--- src/hdl/ring_clock_face_led_mapper_assert.svh ---
// ----------------------------------------------------------------------------
// Assertion macros for the ring clock face LED mapper.
// ----------------------------------------------------------------------------
`ifndef RING_CLOCK_FACE_LED_MAPPER_ASSERT_SVH
`define RING_CLOCK_FACE_LED_MAPPER_ASSERT_SVH

// Same-cycle implication, sampled on clock, off during reset.
`define RCF_ASSERT_NOW(label, ante, cons) \
   label: assert property (@(posedge clock) disable iff (reset) (ante) |-> (cons)) \
      else $error("rcf assertion failed");

// Next-cycle implication, sampled on clock, off during reset.
`define RCF_ASSERT_NEXT(label, ante, cons) \
   label: assert property (@(posedge clock) disable iff (reset) (ante) |=> (cons)) \
      else $error("rcf assertion failed");

`endif

--- src/hdl/rcf_pkg.sv ---
`timescale 1ns / 1ps
// ----------------------------------------------------------------------------
// rcf_pkg
// Shared types and constants of the ring clock face LED mapper.
// ----------------------------------------------------------------------------
package rcf_pkg;

   localparam int BCD_W   = 8;
   localparam int LED_W   = 6;
   localparam int BYTE_W  = 8;
   localparam int COLOR_W = 24;
   localparam int CSR_IDX_W = 2;

   localparam logic [LED_W-1:0] LAST_LED = 6'd59;

   localparam logic [COLOR_W-1:0] HOUR_COLOR_RST   = 24'hFF0000;
   localparam logic [COLOR_W-1:0] MINUTE_COLOR_RST = 24'h00FF00;
   localparam logic [COLOR_W-1:0] SECOND_COLOR_RST = 24'h0000FF;

   typedef enum logic [CSR_IDX_W-1:0] {
      CSR_HOUR_COLOR   = 2'd0,
      CSR_MINUTE_COLOR = 2'd1,
      CSR_SECOND_COLOR = 2'd2
   } csr_idx_type;

   // hand positions on the ring
   typedef struct packed {
      logic [LED_W-1:0] hour;
      logic [LED_W-1:0] minute;
      logic [LED_W-1:0] second;
   } pos_type;

endpackage

--- src/hdl/rcf_pos.sv ---
`timescale 1ns / 1ps
// ----------------------------------------------------------------------------
// rcf_pos
// Converts a BCD time into ring LED positions for the three hands.
// ----------------------------------------------------------------------------
module rcf_pos (
   input  logic [rcf_pkg::BCD_W-1:0] hour_bcd,
   input  logic [rcf_pkg::BCD_W-1:0] minute_bcd,
   input  logic [rcf_pkg::BCD_W-1:0] second_bcd,
   output rcf_pkg::pos_type          pos
);
   import rcf_pkg::*;

   // nibbles taken as plain binary, so up to 15*10+15
   function automatic logic [BCD_W-1:0] bcd_bin(input logic [BCD_W-1:0] b);
      logic [BCD_W-1:0] hi;
      hi = {4'b0000, b[7:4]};
      return (hi << 3) + (hi << 1) + {4'b0000, b[3:0]};
   endfunction

   function automatic logic [LED_W-1:0] clamp_pos(input logic [BCD_W-1:0] v);
      return (v > {2'b00, LAST_LED}) ? LAST_LED : v[LED_W-1:0];
   endfunction

   logic [BCD_W-1:0]  hour_bin;
   logic [15:0]       hour_prod;
   logic [3:0]        hour_quo;
   logic [BCD_W-1:0]  hour_q12;
   logic [BCD_W-1:0]  hour_rem;

   // v mod 12 by reciprocal: 171/2048 is exact for v up to 165
   assign hour_bin  = bcd_bin(hour_bcd);
   assign hour_prod = {8'b0, hour_bin} * 16'd171;
   assign hour_quo  = hour_prod[14:11];
   assign hour_q12  = {1'b0, hour_quo, 3'b000} + {2'b00, hour_quo, 2'b00};
   assign hour_rem  = hour_bin - hour_q12;

   assign pos.hour   = {hour_rem[3:0], 2'b00} + {2'b00, hour_rem[3:0]};
   assign pos.minute = clamp_pos(bcd_bin(minute_bcd));
   assign pos.second = clamp_pos(bcd_bin(second_bcd));

endmodule

--- src/hdl/ring_clock_face_led_mapper.sv ---
`timescale 1ns / 1ps
// ----------------------------------------------------------------------------
// ring_clock_face_led_mapper
// Turns BCD time items into LED writes for a 60-LED ring clock face.
//
// req_ channel: one item is a BCD time (hour, minute, second), taken at an
// edge with req_valid high and req_stall low. It lands in an input register,
// then moves into the write sequencer, which updates the hand positions and
// builds a list of two to six LED writes: black to each hand LED that moved,
// the hour and minute hands (one blinking write when they share an LED), and
// the second hand last with rsp_last_write set.
// rsp_ channel: the LED writes of an item, one at a time, from an output
// register; an item passes the input register and the sequencer first.
// The sequencer issues one write per cycle while the output is not stalled;
// the next item waits in the input register and enters as the last write
// of the one before leaves. While rsp_stall is high with a write held, the
// sequencer stops and the held write stays unchanged; req_stall rises once
// the input register is full and the sequencer is busy.
// csr_ channel: colors, ready at all times; write only while idle.
// Reset clears hand positions, blink phase, all valids and restores colors.
// ----------------------------------------------------------------------------
module ring_clock_face_led_mapper (
   input  logic                          clock,
   input  logic                          reset,
   input  logic                          req_valid,
   output logic                          req_stall,
   input  logic [rcf_pkg::BCD_W-1:0]     req_hour_bcd,
   input  logic [rcf_pkg::BCD_W-1:0]     req_minute_bcd,
   input  logic [rcf_pkg::BCD_W-1:0]     req_second_bcd,
   output logic                          rsp_valid,
   input  logic                          rsp_stall,
   output logic [rcf_pkg::LED_W-1:0]     rsp_led_index,
   output logic [rcf_pkg::BYTE_W-1:0]    rsp_red,
   output logic [rcf_pkg::BYTE_W-1:0]    rsp_green,
   output logic [rcf_pkg::BYTE_W-1:0]    rsp_blue,
   output logic                          rsp_last_write,
   input  logic                          csr_valid,
   output logic                          csr_ready,
   input  logic [rcf_pkg::CSR_IDX_W-1:0] csr_index,
   input  logic [rcf_pkg::COLOR_W-1:0]   csr_data
);
   import rcf_pkg::*;
`include "ring_clock_face_led_mapper_assert.svh"

   localparam int NUM_SLOTS = 6;
   localparam int SLOT_OLD_HOUR   = 0;
   localparam int SLOT_OLD_MINUTE = 1;
   localparam int SLOT_OLD_SECOND = 2;
   localparam int SLOT_HAND_A     = 3;
   localparam int SLOT_HAND_B     = 4;
   localparam int SLOT_SECOND     = 5;

   // configuration
   logic [COLOR_W-1:0] hour_color_ff, minute_color_ff, second_color_ff;

   // input register
   logic               in_vld_ff, in_vld_in;
   logic [BCD_W-1:0]   in_hour_ff, in_minute_ff, in_second_ff;

   // hand state and sequencer
   pos_type            pos_new;
   pos_type            cur_ff, cur_in;
   pos_type            old_ff, old_in;
   logic               phase_ff, phase_in;
   logic               hand_a_min_ff, hand_a_min_in;
   logic [NUM_SLOTS-1:0] pend_ff, pend_in, pick, rest, plan;
   logic               shared;

   // output register
   logic               rsp_vld_ff, rsp_vld_in;
   logic [LED_W-1:0]   rsp_led_ff, rsp_led_in;
   logic [COLOR_W-1:0] rsp_color_ff, rsp_color_in;
   logic               rsp_last_ff, rsp_last_in;

   logic req_take, out_free, seq_emit, seq_free, a_take;

   rcf_pos u_pos (
      .hour_bcd   (in_hour_ff),
      .minute_bcd (in_minute_ff),
      .second_bcd (in_second_ff),
      .pos        (pos_new)
   );

   assign out_free = !rsp_vld_ff || !rsp_stall;
   assign pick     = pend_ff & (~pend_ff + 6'd1);
   assign rest     = pend_ff & ~pick;
   assign seq_emit = (pend_ff != '0) && out_free;
   assign seq_free = (pend_ff == '0) || (seq_emit && (rest == '0));
   assign a_take   = in_vld_ff && seq_free;
   assign req_stall = in_vld_ff && !a_take;
   assign req_take  = req_valid && !req_stall;
   assign csr_ready = 1'b1;

   assign shared = (pos_new.hour == pos_new.minute);
   always_comb begin
      plan = '0;
      plan[SLOT_OLD_HOUR]   = (pos_new.hour   != cur_ff.hour);
      plan[SLOT_OLD_MINUTE] = (pos_new.minute != cur_ff.minute);
      plan[SLOT_OLD_SECOND] = (pos_new.second != cur_ff.second);
      plan[SLOT_HAND_A]     = 1'b1;
      plan[SLOT_HAND_B]     = !shared;
      plan[SLOT_SECOND]     = 1'b1;
   end

   always_comb begin
      in_vld_in     = req_take ? 1'b1 : (a_take ? 1'b0 : in_vld_ff);
      cur_in        = cur_ff;
      old_in        = old_ff;
      phase_in      = phase_ff;
      hand_a_min_in = hand_a_min_ff;
      pend_in       = seq_emit ? rest : pend_ff;
      if (a_take) begin
         cur_in        = pos_new;
         old_in        = cur_ff;
         pend_in       = plan;
         hand_a_min_in = shared && phase_ff;
         if (shared) begin
            phase_in = !phase_ff;
         end
      end
   end

   // write selected from the lowest pending slot
   always_comb begin
      rsp_led_in   = cur_ff.second;
      rsp_color_in = second_color_ff;
      rsp_last_in  = 1'b0;
      if (pick[SLOT_OLD_HOUR]) begin
         rsp_led_in   = old_ff.hour;
         rsp_color_in = '0;
      end else if (pick[SLOT_OLD_MINUTE]) begin
         rsp_led_in   = old_ff.minute;
         rsp_color_in = '0;
      end else if (pick[SLOT_OLD_SECOND]) begin
         rsp_led_in   = old_ff.second;
         rsp_color_in = '0;
      end else if (pick[SLOT_HAND_A]) begin
         rsp_led_in   = cur_ff.hour;
         rsp_color_in = hand_a_min_ff ? minute_color_ff : hour_color_ff;
      end else if (pick[SLOT_HAND_B]) begin
         rsp_led_in   = cur_ff.minute;
         rsp_color_in = minute_color_ff;
      end else begin
         rsp_last_in  = 1'b1;
      end
      rsp_vld_in = seq_emit ? 1'b1 : (rsp_vld_ff && rsp_stall);
   end

   always_ff @(posedge clock) begin
      if (reset) begin
         hour_color_ff   <= HOUR_COLOR_RST;
         minute_color_ff <= MINUTE_COLOR_RST;
         second_color_ff <= SECOND_COLOR_RST;
         in_vld_ff       <= 1'b0;
         cur_ff          <= '0;
         phase_ff        <= 1'b0;
         pend_ff         <= '0;
         rsp_vld_ff      <= 1'b0;
      end else begin
         if (csr_valid && csr_ready) begin
            unique case (csr_index)
               CSR_HOUR_COLOR:   hour_color_ff   <= csr_data;
               CSR_MINUTE_COLOR: minute_color_ff <= csr_data;
               CSR_SECOND_COLOR: second_color_ff <= csr_data;
               default: ;
            endcase
         end
         in_vld_ff  <= in_vld_in;
         cur_ff     <= cur_in;
         phase_ff   <= phase_in;
         pend_ff    <= pend_in;
         rsp_vld_ff <= rsp_vld_in;
      end
   end

   always_ff @(posedge clock) begin
      if (req_take) begin
         in_hour_ff   <= req_hour_bcd;
         in_minute_ff <= req_minute_bcd;
         in_second_ff <= req_second_bcd;
      end
      old_ff        <= old_in;
      hand_a_min_ff <= hand_a_min_in;
      if (seq_emit) begin
         rsp_led_ff   <= rsp_led_in;
         rsp_color_ff <= rsp_color_in;
         rsp_last_ff  <= rsp_last_in;
      end
   end

   assign rsp_valid      = rsp_vld_ff;
   assign rsp_led_index  = rsp_led_ff;
   assign rsp_red        = rsp_color_ff[23:16];
   assign rsp_green      = rsp_color_ff[15:8];
   assign rsp_blue       = rsp_color_ff[7:0];
   assign rsp_last_write = rsp_last_ff;

   `RCF_ASSERT_NEXT(a_plan_ends_with_second, a_take, pend_ff[SLOT_SECOND])
   `RCF_ASSERT_NOW(a_pick_onehot, seq_emit, $onehot(pick))
   `RCF_ASSERT_NOW(a_led_in_range, rsp_vld_ff, rsp_led_ff <= LAST_LED)
   `RCF_ASSERT_NOW(a_idle_seq_takes, in_vld_ff && (pend_ff == '0), !req_stall)

endmodule
--- config.mk ---
export PLATFORM = sky130hd
export DESIGN_NAME = ring_clock_face_led_mapper
export DESIGN_NICKNAME = d
export VERILOG_FILES = /design/src/hdl/rcf_pkg.sv /design/src/hdl/rcf_pos.sv /design/src/hdl/ring_clock_face_led_mapper.sv
export VERILOG_INCLUDE_DIRS = /design/src /design/src/hdl
export SDC_FILE = /design/constraint.sdc
export NUM_CORES = 1
export LEC_CHECK = 0
export ABC_AREA = 1
export BUFFER_PORTS_ARGS = -buffer_cell sky130_fd_sc_hd__buf_2
export CORE_UTILIZATION = 45
export CTS_BUF_LIST = sky130_fd_sc_hd__clkbuf_4 sky130_fd_sc_hd__clkbuf_8 sky130_fd_sc_hd__clkbuf_16
export DETAILED_ROUTE_END_ITERATION = 8
export REMOVE_ABC_BUFFERS = 1
export SLEW_MARGIN = 20
export SYNTH_ARGS = -nofsm -noshare
export SYNTH_HDL_FRONTEND = slang
export SYNTH_SLANG_ARGS = --single-unit
--- constraint.sdc ---
create_clock -name clock -period 8.3 [get_ports clock]
set_clock_uncertainty 0.2 [all_clocks]
set_input_delay 2.075 -clock clock [delete_from_list [all_inputs] [get_ports clock]]
set_output_delay 2.075 -clock clock [all_outputs]
set_load 0.1 [all_outputs]
==> flow_metrics.tcl, run 1 <==
set metrics [dict create \
    outcome "finished, final reports clean" \
    fp.dieW_um 145 \
    wl_um 20500 \
    report.final.slew_viol_count 0 \
    clock_tree.root_cell "clkbuf_16" \
    synth_flop_cell "dfxtp_1" \
    portBuffers 87 \
    synth_cell_type_count 45 \
    tns_ns 0 \
    setup_viol 0 \
    max_freq_mhz 143 \
    critPathBufInv 5 \
    grt-ovfl-total 0 \
    first_pass_iters 6 \
    gr-usage-all-layers_pct 20.9 \
    ys_warn_count 0 \
    critPathRequiredTime_ns 8.40 \
    antenna_found_initial 0 \
    regToRegSetupSlack_ns 1.33 \
    seq_area_frac_synth_pct 45.9 \
    rows 51 \
    gp_congestion 0.830 \
    slowest_delay_ns 0.70 \
    cts_buffer_depth 2 \
    grt_util_met1_pct 29.6 \
    slowest_stage "fa_1" \
    cap_violations 0 \
    hold_class "register to register" \
    drive_above_1_share_pct 13.7 \
    fin_hold_ws_ns 0.251 \
    synth-edff-count 74 \
    gr-usage-met2_pct 32.8 \
    hp-start "second_color_ff[20]" \
    clk_pin_slew_worst_paths_ns 0.07 \
    first_global_vias 6649 \
    nNetsFinal 1299 \
    die_area_mm2 0.0209 \
    grt_pass1_wl_um 33500 \
    final_common_cell "nand2_1" \
    clk_latency_ns 0.43 \
    cts.sinks 173 \
    synthCells 1105 \
    vias 7239 \
    synth_top_area_share_pct 24.3 \
    ant_nets 0 \
    holdBufCountCts 0 \
    yosys-top-cells-area "edfxtp_1 (24%), dfxtp_1 (22%), nand2_1 (10%)" \
    ios 89 \
    final.min_clock_period_ns 6.97 \
    dp_cells 1417 \
    cts_setup_buffers 0 \
    wl_per_cell_um 14.2 \
    rr_startpoint "in_hour_ff[4]" \
    htreeDepth 4 \
    num_antenna_cells 0 \
    critical-path-top-delay-family "adder cells" \
    area_growth_pct 13.4 \
    gr-usage-met3_pct 3.94 \
    worstSetupStartpointType "register" \
    period_share_pct 84.0 \
    critPathKind "register to register" \
    start_util_pct 46.4 \
    hpwl_um 13600 \
    synth_largest_area_cell "edfxtp_1" \
    die_h_um 145 \
    post_cts_resized 0 \
    yosys_register_bits 173 \
    busiest_layer "met2" \
    cts_tree "done" \
    max_slew_margin_pct 30.8 \
    cp.arrival_ns 7.08 \
    hold_path_depth 2 \
    cp-end-kind "register" \
    timing.critical_path.mode_cell "nand2_1" \
    grt_max_degree 90 \
    hold_viol 0 \
    cp_max_fo 5 \
    core_mm2 0.0197 \
    rr_worst_depth 31 \
    syn_area_per_cell_um2 8.28 \
    timing.rr.end "pend_ff[0]" \
    worstMarginPinSlew_ns 1.04 \
    whs_endpoint "second_color_ff[20]" \
    cts_buffers 17 \
    drt_iter0_markers 568 \
    rsz0062_at_grt "false" \
    layout.cells.non_filler 1449 \
    viasPerCell 5.00 \
    final_cell_mix "nand2_1 (252), inv_1 (128), o21ai_0 (107)" \
    synthArstFlopShare_pct 0 \
    syn_area_mm2 0.00915 \
    drc 0 \
]
through the flow:
stage | util, % | cell area, um2 | worst slack, ns
global placement | 49.7 | 9810 | 1.47
detailed placement | 49.7 | 9810 | 1.37
global route | 52.6 | 10400 | 0.761
finish | 52.6 | 10400 | 1.33
CTS | 52.6 | 10400 | 1.33
floorplan | - | 8960 | 1.79
Yosys cell counts (10+ instances only):
cell and instances:
o211ai_1 17, xor2_1 10, edfxtp_1 74, nand4_1 12, nand2_1 252, fa_1 17, o21ai_0 107, clkbuf_1 40
ha_1 56, nor2_1 94, dfxtp_1 99, nand3_1 59, inv_1 128, a21oi_1 59
area by class of cell:
type                       count  area (um2)
multi-input combinational    746        4250
clock inverter                13         124
tap                          265         332
fill                        1862        9340
timing repair buffer          96         503
sequential                   173        4200
inverter                     137         514
clock buffer                  19         447
worst reg2reg max path, delay by kind of cell (launching register included):
kind	cells	cell delay, ns
xor gates and xnor gates	2	0.40
buffers and inverters	5	0.28
DFF	1	0.41
AOI/OAI and AO/OA	4	0.45
and+or+nand+nor	11	1.21
adders and majority gates	9	3.86
kinds of logic (layout without fill, tap and decap cells):
group | count (synthesis) | count (layout) | share of synthesized area (%)
other | 1 | 1 | 0.0410
xor gates and xnor gates | 19 | 19 | 1.90
AOI/OAI and AO/OA | 206 | 206 | 12.1
buffers and inverters | 186 | 265 | 7.75
adders and majority gates | 73 | 73 | 11.4
and+or+nand+nor | 447 | 447 | 20.9
DFF | 173 | 173 | 45.9
worst max path at each step:
stage               slack, ns    endpoint  depth (start not counted)          start
floorplan                1.79  pend_ff[0]                         31  in_hour_ff[4]
global route             0.76    phase_ff                         34  in_hour_ff[3]
detailed placement       1.37  pend_ff[0]                         31  in_hour_ff[4]
finish                   1.33  pend_ff[0]                         31  in_hour_ff[4]
global placement         1.47  pend_ff[0]                         31  in_hour_ff[4]
CTS                      1.33  pend_ff[0]                         31  in_hour_ff[4]
flip-flops by register name, summed over array words and instances (netlist names), 6 cells and up:
| register | flops |
|---|---|
| in_hour_ff | 8 |
| in_second_ff | 8 |
| pend_ff | 6 |
| minute_color_ff | 24 |
| hour_color_ff | 24 |
| rsp_color_ff | 24 |
| in_minute_ff | 8 |
| second_color_ff | 24 |
| rsp_led_index | 6 |
| cur_ff | 18 |
| old_ff | 18 |
routing by layer:
layer / share of wire (%) / up-vias / wire, um
li1: - / 3768 / -
met1: 48 / 3288 / 9930
met2: 45 / 166 / 9310
met3: 5.2 / 17 / 1070
met4: 0.99 / 0 / 204
met5: 0 / - / 0
Power of run 1 is not shown: default switching activity piles up to over one toggle a cycle in this logic, so the estimate is an artifact.
==> run 2, diff against run 1 <==
ABC_AREA = 0   (was 1)
PLACE_DENSITY = 0.66   (was unset)
clock period = 6.35 ns   (was 8.3 ns; I/O delays follow)
==> run 2 against run 1 <==
- the run now ends with negative setup slack left
- design area is 4.5% higher
- non-clock buffer count grew 44
- global-route usage fell by 0.52 points
- setup slack lost 1.9 ns
- via count is 6.1% lower
- first-iteration DRC count down 39%
- fmax up 0.13%
- sequential cell count is the same
- critical endpoint is now phase_ff
- hold slack is essentially flat
- sequential share of layout area is 1.7 points lower
- highest routed layer unchanged
- die area down 0.90%
==> flow_metrics.tcl, run 2 <==
set metrics [dict create \
    outcome "finished, violations left" \
    violations "negative setup slack" \
    drt_iter0_markers 345 \
    max_slew_margin_pct 32.7 \
    nNetsFinal 1153 \
    critPathKind "register to register" \
    period_share_pct 110 \
    hold_viol 0 \
    cap_violations 0 \
    first_pass_iters 5 \
    rows 51 \
    critPathRequiredTime_ns 6.47 \
    ios 89 \
    cp.arrival_ns 7.08 \
    grt_pass1_wl_um 32700 \
    gp_congestion 0.810 \
    cts_buffers 17 \
    final_common_cell "nand2_1" \
    hold_class "register to register" \
    die_h_um 144 \
    synth_largest_area_cell "edfxtp_1" \
    fp.dieW_um 144 \
    max_freq_mhz 144 \
    first_global_vias 6585 \
    dp_cells 1258 \
    synth_top_area_share_pct 24.5 \
    slowest_delay_ns 0.60 \
    wl_per_cell_um 15.3 \
    setup_viol 6 \
    portBuffers 87 \
    cts.sinks 173 \
    synth_flop_cell "dfxtp_1" \
    hpwl_um 12500 \
    synth-edff-count 74 \
    slowest_stage "fa_1" \
    ant_nets 0 \
    gr-usage-all-layers_pct 20.4 \
    synthArstFlopShare_pct 0 \
    setup_slack_ns -0.616 \
    core_mm2 0.0196 \
    final_core_util_pct 55.4 \
    yosys-top-cells-count "nand2_1 (178), dfxtp_1 (99), a21oi_1 (76)" \
    syn_area_mm2 0.00907 \
    num_antenna_cells 0 \
    ys_warn_count 0 \
    drive_above_1_share_pct 20.9 \
    cp-end-kind "register" \
    clock_tree.root_cell "clkbuf_16" \
    syn_area_per_cell_um2 9.82 \
    grt-ovfl-total 0 \
    drc 0 \
    tns_ns -2.46 \
    vias 6794 \
    clk_latency_ns 0.43 \
    final_cell_mix "nand2_1 (178), dfxtp_1 (97), buf_2 (87)" \
    fillers 1724 \
    yosys_register_bits 173 \
    yosys-top-cells-area "edfxtp_1 (25%), dfxtp_1 (22%), ha_1 (7.7%)" \
    area_growth_pct 19.6 \
    synthCells 923 \
    cts_buffer_depth 2 \
    synth_cell_type_count 61 \
    report.final.slew_viol_count 0 \
    pre_cts_ws_ns -0.867 \
    die_area_mm2 0.0207 \
    cp_max_fo 4 \
    final.min_clock_period_ns 6.97 \
    worstMarginPinSlew_ns 1.01 \
    viasPerCell 5.21 \
    grt_max_degree 60 \
    worstSetupStartpointType "register" \
    yosysMostFrequentCell "nand2_1" \
    wl_um 19900 \
    htreeDepth 4 \
    antenna_found_initial 0 \
    start_util_pct 46.3 \
    seq_area_frac_synth_pct 46.4 \
    clk_pin_slew_worst_paths_ns 0.07 \
    cts_tree "done" \
    layout.cells.non_filler 1303 \
    rsz0062_at_grt "true" \
]
run 2: metrics by stage:
stage	hold WS, ns	cell area [um2]
after global routing	0.268	10800
after floorplan	0.226	8840
after detailed placement	0.242	9930
final	0.251	10800
after CTS	0.251	10700
after global placement	0.238	9930
run 2: routing by layer:
metal | global-route usage, % | part of all wire [%] | wire [um] | vias up
met1 | 26.1 | 46 | 9240 | 3207
met5 | 0 | 0 | 0 | -
met4 | 5.49 | 1.1 | 209 | 0
met2 | 35.1 | 49 | 9660 | 146
li1 | - | - | - | 3426
met3 | 3.87 | 3.8 | 765 | 15
run 2: worst paths after layout:
path                            start                  end  slack [ns]  cells after the start
setup / recovery        in_hour_ff[4]             phase_ff       -0.62                     29
setup reg to reg        in_hour_ff[4]             phase_ff       -0.62                     29
hold / removal    second_color_ff[17]  second_color_ff[17]        0.25                      2
hold reg to reg   second_color_ff[17]  second_color_ff[17]        0.25                      2
run 2: final cells by class:
type                       count  area (um2)  share of cell area (%)
inverter                      48         180                    1.66
multi-input combinational    645        4670                    43.1
clock inverter                13         156                    1.44
sequential                   173        4210                    38.8
timing repair buffer         140         841                    7.75
tap                          265         332                    3.06
clock buffer                  19         458                    4.22
run 2: critical path: cells and delay by family (launching register included):
kind / cells / cell delay, ns
AO/OA/AOI/OAI: 7 / 1.09
flip-flops: 1 / 0.42
AND/OR/NAND/NOR: 3 / 0.48
XOR/XNOR: 8 / 1.23
multiplexers: 1 / 0.34
adder cells (fa/ha/maj): 8 / 3.01
buffers and inverters: 2 / 0.08
run 2: cells by family (layout without fill, tap and decap cells):
| kind of cell | after synthesis | after routing | synth area share, % |
|---|---|---|---|
| flip-flops | 173 | 173 | 46.4 |
| other | 1 | 1 | 0.0414 |
| AO/OA/AOI/OAI | 189 | 189 | 13.7 |
| adder cells (fa/ha/maj) | 74 | 74 | 11.6 |
| XOR/XNOR | 36 | 36 | 3.79 |
| multiplexers | 32 | 32 | 3.68 |
| buffers and inverters | 105 | 220 | 4.47 |
| AND/OR/NAND/NOR | 313 | 313 | 16.3 |
run 2: timing repair:
item / in CTS / in global routing
resized for setup: 23 / 11
pin swaps: 36 / 15
hold buffers: 0 / 0
buffers inserted: 11 / 3
endpoints found under the setup margin: 7 / 7
Power of run 2 is left out for the same reason.
